--- src/design/bpa_pkg.sv ---
// Shared types, codes and helpers for the bitmap page allocator.
// No dependencies; bpa_scan_unit, the top level and the checker import it.
package bpa_pkg;

   localparam int unsigned WORD_BITS = 32;
   localparam int unsigned FRAME_W   = 10;
   localparam int unsigned STATUS_W  = 2;
   localparam int unsigned RESV_W    = 11;

   localparam logic FUNC_ALLOC = 1'b0;
   localparam logic FUNC_FREE  = 1'b1;

   localparam logic [STATUS_W-1:0] STATUS_ALLOCATED = 2'd0;
   localparam logic [STATUS_W-1:0] STATUS_FREED     = 2'd1;
   localparam logic [STATUS_W-1:0] STATUS_FULL      = 2'd2;
   localparam logic [STATUS_W-1:0] STATUS_IGNORED   = 2'd3;

   typedef struct packed {
      logic       found;
      logic [4:0] bit_idx;
   } scan_result_type;

   // lowest set bit of a bitmap word
   function automatic scan_result_type lowest_set(input logic [WORD_BITS-1:0] vec);
      scan_result_type res;
      res.found   = 1'b0;
      res.bit_idx = 5'd0;
      for (int i = WORD_BITS - 1; i >= 0; i--) begin
         if (vec[i]) begin
            res.found   = 1'b1;
            res.bit_idx = 5'(i);
         end
      end
      return res;
   endfunction

endpackage

--- src/design/bpa_ram.sv ---
// Generic single-write, single-read RAM with registered read data.
// No dependencies.
module bpa_ram #(
   parameter int unsigned WIDTH = 32,
   parameter int unsigned DEPTH = 32
) (
   input  logic                                     clock,
   input  logic                                     wr_en,
   input  logic [(DEPTH > 1 ? $clog2(DEPTH) : 1)-1:0] wr_addr,
   input  logic [WIDTH-1:0]                         wr_data,
   input  logic [(DEPTH > 1 ? $clog2(DEPTH) : 1)-1:0] rd_addr,
   output logic [WIDTH-1:0]                         rd_data
);

   logic [WIDTH-1:0] mem [DEPTH];
   logic [WIDTH-1:0] rd_data_ff;

   always_ff @(posedge clock) begin
      if (wr_en) begin
         mem[wr_addr] <= wr_data;
      end
      rd_data_ff <= mem[rd_addr];
   end

   assign rd_data = rd_data_ff;

endmodule

--- src/design/bpa_scan_unit.sv ---
// Word evaluator: folds reserved frames and frames past the end into one
// bitmap word and finds its lowest free bit. Depends on bpa_pkg.
module bpa_scan_unit
   import bpa_pkg::*;
#(
   parameter int unsigned FRAMES = 1024
) (
   input  logic [WORD_BITS-1:0]                                  word_data,
   input  logic [(((FRAMES + 31) / 32) > 1 ?
                  $clog2((FRAMES + 31) / 32) : 1)-1:0]            word_index,
   input  logic [RESV_W-1:0]                                     reserved,
   output scan_result_type                                       result
);

   localparam int unsigned WORDS = (FRAMES + 31) / 32;
   localparam int unsigned WAW   = (WORDS > 1) ? $clog2(WORDS) : 1;
   localparam int unsigned CW    = WAW + 5;
   localparam int unsigned RW    = ((CW > RESV_W) ? CW : RESV_W) + 1;
   localparam logic [WAW-1:0] LAST_WORD = WAW'(WORDS - 1);
   localparam logic [WORD_BITS-1:0] TAIL_USED = (FRAMES % 32 == 0) ? 32'h0 :
      ~((32'h1 << (FRAMES % 32)) - 32'h1);

   logic [RW-1:0]        res_x;
   logic [RW-1:0]        base_x;
   logic [RW-1:0]        diff;
   logic [WORD_BITS-1:0] resv_mask;
   logic [WORD_BITS-1:0] tail_mask;

   always_comb begin
      res_x  = RW'(reserved);
      base_x = RW'({word_index, 5'd0});
      diff   = res_x - base_x;
      if (res_x <= base_x) begin
         resv_mask = '0;
      end else if (diff >= RW'(WORD_BITS)) begin
         resv_mask = '1;
      end else begin
         resv_mask = (32'h1 << diff[4:0]) - 32'h1;
      end
      tail_mask = (word_index == LAST_WORD) ? TAIL_USED : '0;
      result    = lowest_set(~(word_data | resv_mask | tail_mask));
   end

endmodule

--- src/design/bitmap_page_allocator_top.sv ---
// First-fit page frame allocator over a used/free bitmap kept in one RAM of
// 32-bit words. After reset a clearing pass writes one word a cycle, and the
// block stalls requests until it has written the last word; configuration
// writes are taken at any time. An allocate walks the bitmap one word a cycle
// through a single word evaluator, ending early at the first free frame. A
// free is a read-modify-write of one word; a free aimed at a reserved or
// absent frame is answered as ignored without touching the bitmap. One
// request is in flight at a time; the result word sits in an output register
// so the next request is taken while it waits. Depends on bpa_pkg, bpa_ram
// and bpa_scan_unit.
module bitmap_page_allocator_top
   import bpa_pkg::*;
#(
   parameter int unsigned FRAMES = 1024
) (
   input  logic                clock,
   input  logic                reset,
   input  logic                req_valid,
   output logic                req_stall,
   input  logic                req_func,
   input  logic [FRAME_W-1:0]  req_page_number,
   output logic                rsp_valid,
   input  logic                rsp_stall,
   output logic [FRAME_W-1:0]  rsp_frame,
   output logic [STATUS_W-1:0] rsp_status,
   input  logic                csr_valid,
   output logic                csr_ready,
   input  logic [RESV_W-1:0]   csr_reserved_pages
);

   localparam int unsigned WORDS = (FRAMES + 31) / 32;
   localparam int unsigned WAW   = (WORDS > 1) ? $clog2(WORDS) : 1;
   localparam int unsigned CW    = WAW + 5;
   localparam int unsigned XW    = (CW > FRAME_W) ? CW : FRAME_W;
   localparam logic [WAW-1:0] LAST_WORD = WAW'(WORDS - 1);

   typedef enum logic [2:0] {
      ST_CLEAR,
      ST_IDLE,
      ST_SCAN,
      ST_FREE_RD,
      ST_FREE_WR,
      ST_DELIVER
   } state_type;

   state_type             state_ff, state_in;
   logic [WAW-1:0]        clr_ff, clr_in;
   logic [WAW-1:0]        scan_ff, scan_in;
   logic [WAW-1:0]        eval_ff, eval_in;
   logic                  issuing_ff, issuing_in;
   logic                  pend_ff, pend_in;
   logic [FRAME_W-1:0]    page_ff, page_in;
   logic [FRAME_W-1:0]    res_frame_ff, res_frame_in;
   logic [STATUS_W-1:0]   res_status_ff, res_status_in;
   logic                  rsp_valid_ff, rsp_valid_in;
   logic [FRAME_W-1:0]    rsp_frame_ff, rsp_frame_in;
   logic [STATUS_W-1:0]   rsp_status_ff, rsp_status_in;
   logic [RESV_W-1:0]     reserved_ff, reserved_in;

   logic                  ram_wr_en;
   logic [WAW-1:0]        ram_wr_addr;
   logic [WORD_BITS-1:0]  ram_wr_data;
   logic [WAW-1:0]        ram_rd_addr;
   logic [WORD_BITS-1:0]  ram_rd_data;
   scan_result_type       scan_res;

   logic                  req_take;
   logic                  free_ok;
   logic [XW-1:0]         page_x;
   logic [WAW-1:0]        page_word;
   logic [XW-1:0]         found_x;

   bpa_ram #(
      .WIDTH (WORD_BITS),
      .DEPTH (WORDS)
   ) u_map (
      .clock   (clock),
      .wr_en   (ram_wr_en),
      .wr_addr (ram_wr_addr),
      .wr_data (ram_wr_data),
      .rd_addr (ram_rd_addr),
      .rd_data (ram_rd_data)
   );

   bpa_scan_unit #(
      .FRAMES (FRAMES)
   ) u_scan (
      .word_data  (ram_rd_data),
      .word_index (eval_ff),
      .reserved   (reserved_ff),
      .result     (scan_res)
   );

   assign req_take  = req_valid && !req_stall;
   assign free_ok   = (17'(req_page_number) < 17'(FRAMES)) &&
                      (RESV_W'(req_page_number) >= reserved_ff);
   assign page_x    = XW'(page_ff);
   assign page_word = page_x[WAW+4:5];
   assign found_x   = XW'({eval_ff, scan_res.bit_idx});

   always_comb begin
      state_in      = state_ff;
      clr_in        = clr_ff;
      scan_in       = scan_ff;
      eval_in       = eval_ff;
      issuing_in    = issuing_ff;
      pend_in       = pend_ff;
      page_in       = page_ff;
      res_frame_in  = res_frame_ff;
      res_status_in = res_status_ff;
      rsp_valid_in  = rsp_valid_ff;
      rsp_frame_in  = rsp_frame_ff;
      rsp_status_in = rsp_status_ff;
      reserved_in   = reserved_ff;

      ram_wr_en   = 1'b0;
      ram_wr_addr = clr_ff;
      ram_wr_data = '0;
      ram_rd_addr = scan_ff;

      if (csr_valid) begin
         reserved_in = csr_reserved_pages;
      end

      // drop the result word once taken
      if (rsp_valid_ff && !rsp_stall) begin
         rsp_valid_in = 1'b0;
      end

      case (state_ff)
         ST_CLEAR: begin
            ram_wr_en = 1'b1;
            if (clr_ff == LAST_WORD) begin
               state_in = ST_IDLE;
            end else begin
               clr_in = clr_ff + 1'b1;
            end
         end
         ST_IDLE: begin
            if (req_take) begin
               page_in = req_page_number;
               if (req_func == FUNC_ALLOC) begin
                  scan_in    = '0;
                  issuing_in = 1'b1;
                  pend_in    = 1'b0;
                  state_in   = ST_SCAN;
               end else if (free_ok) begin
                  state_in = ST_FREE_RD;
               end else begin
                  res_frame_in  = '0;
                  res_status_in = STATUS_IGNORED;
                  state_in      = ST_DELIVER;
               end
            end
         end
         ST_SCAN: begin
            // issue the next word while the previous one is evaluated
            pend_in = issuing_ff;
            if (issuing_ff) begin
               eval_in = scan_ff;
               if (scan_ff == LAST_WORD) begin
                  issuing_in = 1'b0;
               end else begin
                  scan_in = scan_ff + 1'b1;
               end
            end
            if (pend_ff) begin
               if (scan_res.found) begin
                  ram_wr_en     = 1'b1;
                  ram_wr_addr   = eval_ff;
                  ram_wr_data   = ram_rd_data | (32'h1 << scan_res.bit_idx);
                  res_frame_in  = found_x[FRAME_W-1:0];
                  res_status_in = STATUS_ALLOCATED;
                  issuing_in    = 1'b0;
                  state_in      = ST_DELIVER;
               end else if (eval_ff == LAST_WORD) begin
                  res_frame_in  = '0;
                  res_status_in = STATUS_FULL;
                  state_in      = ST_DELIVER;
               end
            end
         end
         ST_FREE_RD: begin
            ram_rd_addr = page_word;
            state_in    = ST_FREE_WR;
         end
         ST_FREE_WR: begin
            ram_wr_en     = 1'b1;
            ram_wr_addr   = page_word;
            ram_wr_data   = ram_rd_data & ~(32'h1 << page_ff[4:0]);
            res_frame_in  = '0;
            res_status_in = STATUS_FREED;
            state_in      = ST_DELIVER;
         end
         ST_DELIVER: begin
            // hold until the output register is free
            if (!rsp_valid_ff || !rsp_stall) begin
               rsp_valid_in  = 1'b1;
               rsp_frame_in  = res_frame_ff;
               rsp_status_in = res_status_ff;
               state_in      = ST_IDLE;
            end
         end
         default: begin
            state_in = ST_IDLE;
         end
      endcase
   end

   always_ff @(posedge clock) begin
      if (reset) begin
         state_ff     <= ST_CLEAR;
         clr_ff       <= '0;
         issuing_ff   <= 1'b0;
         pend_ff      <= 1'b0;
         rsp_valid_ff <= 1'b0;
         reserved_ff  <= '0;
      end else begin
         state_ff     <= state_in;
         clr_ff       <= clr_in;
         issuing_ff   <= issuing_in;
         pend_ff      <= pend_in;
         rsp_valid_ff <= rsp_valid_in;
         reserved_ff  <= reserved_in;
      end
      scan_ff       <= scan_in;
      eval_ff       <= eval_in;
      page_ff       <= page_in;
      res_frame_ff  <= res_frame_in;
      res_status_ff <= res_status_in;
      rsp_frame_ff  <= rsp_frame_in;
      rsp_status_ff <= rsp_status_in;
   end

   assign req_stall  = (state_ff != ST_IDLE);
   assign rsp_valid  = rsp_valid_ff;
   assign rsp_frame  = rsp_frame_ff;
   assign rsp_status = rsp_status_ff;
   assign csr_ready  = 1'b1;

endmodule

--- config.mk ---
export PLATFORM = sky130hd
export DESIGN_NAME = bitmap_page_allocator_top
export DESIGN_NICKNAME = d
export VERILOG_FILES = /design/src/design/bpa_pkg.sv /design/src/design/bpa_ram.sv /design/src/design/bpa_scan_unit.sv /design/src/design/bitmap_page_allocator_top.sv
export SDC_FILE = /design/constraint.sdc
export NUM_CORES = 2
export LEC_CHECK = 0
export ABC_CLOCK_PERIOD_IN_PS = 13300
export CORE_ASPECT_RATIO = 2
export CORE_MARGIN = 8
export CORE_UTILIZATION = 60
export CTS_CLUSTER_DIAMETER = 80
export DETAILED_ROUTE_END_ITERATION = 16
export DONT_BUFFER_PORTS = 1
export PLACE_DENSITY = 0.76
export SLEW_MARGIN = 20
export SYNTH_ARGS = -nofsm -noshare
export SYNTH_HDL_FRONTEND = slang
export SYNTH_HIERARCHICAL = 1
export SYNTH_SLANG_ARGS = --single-unit
--- constraint.sdc ---
create_clock -name clock -period 13.3 [get_ports clock]
set_clock_uncertainty 0.15 [all_clocks]
set_input_delay 1.33 -clock clock [delete_from_list [all_inputs] [get_ports clock]]
set_output_delay 1.33 -clock clock [all_outputs]
set_load 0.01 [all_outputs]
==> metrics.md <==
| Metric | Value |
|---|---|
| Top Ports | `42` |
| Slew @ Worst Pin | `1210 ps` |
| Clock share of power | `31.1%` |
| Gr ovfl total | `0` |
| Max-slew violation count | `0` |
| Worst-case clock buffer depth | `3` |
| P_int | `0.00627 W` |
| Vias | `26.4k` |
| Max Cap Viol | `0` |
| Final HPWL DP | `80000 um` |
| Sequential share of the synthesized area | `72.3%` |
| FMAX | `0.133 GHz` |
| ANT nets after route | `0` |
| IR drop worst, VDD | `0.119 mV` |
| Pin count of the biggest net entering global routing | `138` |
| Root Buffer Master | `clkbuf_16` |
| Ys async rst share | `0%` |
| Initial antenna violation count | `1` |
| Final WS setup | `5770 ps` |
| Vias in the first global route | `26.1k` |
| Area Overhead vs Synth | `9.92%` |
| Post-synth cell types | `80` |
| Port bufs | `0` |
| Pre-CTS WS | `5960 ps` |
| Kind of critical path | `flip-flop to flip-flop` |
| Vias/cell | `6.63` |
| Cells resized by post-CTS repair | `0` |
| Yosys warnings | `6` |
| GPL Wtd Cong | `0.996` |
| Hold path cells | `0` |
| Cell Pwr Density | `175 nW/um^2` |
| Initial Util | `60.5%` |
| Layout cells sized above 1 | `9.71%` |
| # rows | `143` |
| Status | `completed` |
| DRC errors left | `0` |
| CP arrival | `7770 ps` |
| Mean area per synthesized cell | `15.7 sq um` |
| Prevailing post-synth register cell | `edfxtp_1` |
| RSZ-0062 raised after global routing | `false` |
| # diodes | `0` |
| GRT Util Overall | `28.7%` |
| Register bit total from synthesis | `1122` |
| Post-CTS Setup Bufs | `0` |
| Depth of the worst register-to-register path | `17` |
| Hold buffers post-CTS | `0` |
| Wire per inst | `31.2 um` |
| First-iteration detailed-routing DRC count | `2842` |
| Drt first pass iters | `6` |
| Relative slew margins | `18.8%` |
| CTS Sinks | `1122` |
| H-tree Lvls | `3` |
| Hold crit path type | `flip-flop to flip-flop` |
| CP Capture Type | `flip-flop` |
| Syn_nets | `2966` |
| Sequential power share | `51.1%` |
| Leakage | `17.5 nW` |
| Final setup vio count | `0` |
| Syn Inst Count | `2918` |
| Data required time of the worst path | `13540 ps` |
| EDFF count, synth | `1068` |
| Cell area after synthesis | `45900 sq um` |
| CTS tree | `done` |
| TritonCTS buffer count | `90` |
| Comb pwr share | `17.8%` |
| Nets | `2938` |
| Clock latency on the worst-skew pair | `700 ps` |
| Worst-path clk slew | `80 ps` |
| Startpoint types | `flip-flop` |
| Area of the die | `86100 sq um` |
| Core box area | `75900 sq um` |
| First-pass GRT wire length | `177000 um` |
| Final TNS setup | `0 ps` |
| Final Critical Period | `7530 ps` |
| Switching share of power | `28.8%` |
| NetSw | `0.00254 W` |
| Die Width | `212 um` |
| Final cycle utilization of the critical path | `56.6%` |
| Hold Vio Cnt, Final | `0` |
| Crit path max fanout | `36` |
| Die height | `407 um` |
| Routed WL | `124000 um` |
## sequential cells by signal (all words and copies together), names as in the netlist
name / flops
clr_ff: 5
eval_ff: 5
issuing_ff: 1
page_ff: 10
pend_ff: 1
res_frame_ff: 10
res_status_ff: 2
reserved_ff: 11
rsp_frame: 10
rsp_status: 2
rsp_valid: 1
scan_ff: 5
state_ff: 3
u_map/mem: 1024
u_map/rd_data: 32
## stage by stage
| step | instance area, sq um | total power (W) | util (%) | std cells | hold WS, ps |
|---|---|---|---|---|---|
| after CTS | 50100 | 0.00878 | 66.1 | 3971 | 270 |
| after global placement | 47100 | 0.00603 | 62.1 | 3801 | 252 |
| after global routing | 50400 | 0.00904 | 66.5 | 3982 | 286 |
| final | 50400 | 0.00881 | 66.5 | 3982 | 269 |
| after detailed placement | 47100 | 0.00609 | 62.1 | 3802 | 255 |
| after floorplan | 45900 | 0.00537 | - | 2918 | 250 |
## area by class of cell
type,count,area [sq um]
inverters,34,128
fillers,5026,25400
clock inverters,57,649
multi-input cells,1593,12200
repair buffers,49,604
flip-flops and latches,1122,33200
well taps,1015,1270
clock buffers,112,2380
## critical path, stage by stage (launching register included)
cell and delay [ps]:
edfxtp_1 420, inv_1 100, ha_1 380, nand2_1 80
a211oi_1 290, o21a_1 860, o22ai_1 290, a311oi_1 500
nor2b_1 240, nand3b_1 190, and4b_1 330, nand3_1 360
nand3b_4 250, or3b_4 810, o21ai_0 460, nand3b_1 880
nor2_4 310, buf_4 340
## layout by cell type (no fill, tap or decap), types with 7 or more instances in the layout
cell / netlist / layout
and3_1: 17 / 17
buf_12: 0 / 9
a22o_1: 64 / 64
o21ai_0: 50 / 49
a31oi_1: 46 / 46
buf_4: 38 / 33
a21oi_4: 0 / 25
mux2i_1: 525 / 525
inv_1: 33 / 33
nand3_1: 110 / 110
bufinv_16: 0 / 11
nor2_1: 88 / 54
clkbuf_16: 0 / 92
and2_1: 8 / 7
nand2b_1: 13 / 11
nor2_4: 3 / 37
edfxtp_1: 1068 / 1068
clkinv_2: 0 / 14
a21oi_1: 187 / 160
o22ai_1: 11 / 11
nand3b_1: 10 / 10
nor2b_1: 14 / 12
or2_2: 8 / 8
ha_1: 20 / 20
clkinv_1: 1 / 19
clkbuf_1: 59 / 20
nor3_1: 47 / 47
nand4_1: 8 / 8
dfxtp_1: 54 / 54
nand2_1: 148 / 147
a22oi_1: 101 / 101
## power groups by stage
stage                     Clock [W]  Combinational (W)  Sequential [W]
after floorplan                   0           0.000865         0.00450
after global placement            0            0.00146         0.00457
after detailed placement          0            0.00151         0.00457
after CTS                   0.00276            0.00152         0.00450
after global routing        0.00289            0.00164         0.00451
final                       0.00274            0.00157         0.00450
## cells by family after synthesis
group                    count (synthesis)  synth area share (%)
multiplexers                           532                  11.7
flip-flops                            1122                  72.3
AND/OR/NAND/NOR                        512                  5.62
other                                    1               0.00817
buffers and inverters                  203                  2.40
adder cells (fa/ha/maj)                 21                 0.589
AO/OA/AOI/OAI                          520                  7.33
XOR/XNOR                                 7                 0.134
## metal layers
metal / vias to the layer above / wire length, um / GRT usage, %
met5: - / 0 / 0
met4: 0 / 10600 / 21.5
met3: 378 / 8610 / 4.51
met2: 1442 / 64400 / 50.1
met1: 13300 / 40600 / 31.0
li1: 11300 / - / -
## worst paths after layout
kind,start,to,slack (ps)
setup / recovery,eval_ff[4],u_map/mem[10][8],5770
hold / removal,res_frame_ff[6],rsp_frame[6],270
hold reg to reg,res_frame_ff[6],rsp_frame[6],270
setup reg to reg,eval_ff[4],u_map/mem[10][8],5770
## synthesized netlist by cell type (13+ instances only)
cell type	number	area, sq um
mux2i_1	525	5260
o21ai_0	50	250
a22o_1	64	561
dfxtp_1	54	1080
edfxtp_1	1068	32100
buf_4	38	285
ha_1	20	250
a31oi_1	46	288
nand2_1	148	556
buf_2	44	220
buf_6	18	203
nor2b_1	14	87.6
nand2b_1	13	81.3
a21oi_1	187	936
nor2_1	88	330
and3_1	17	106
inv_1	33	124
a22oi_1	101	758
nor3_1	47	235
nand3_1	110	551
clkbuf_1	59	221
Power figures use the tool's default switching activity.
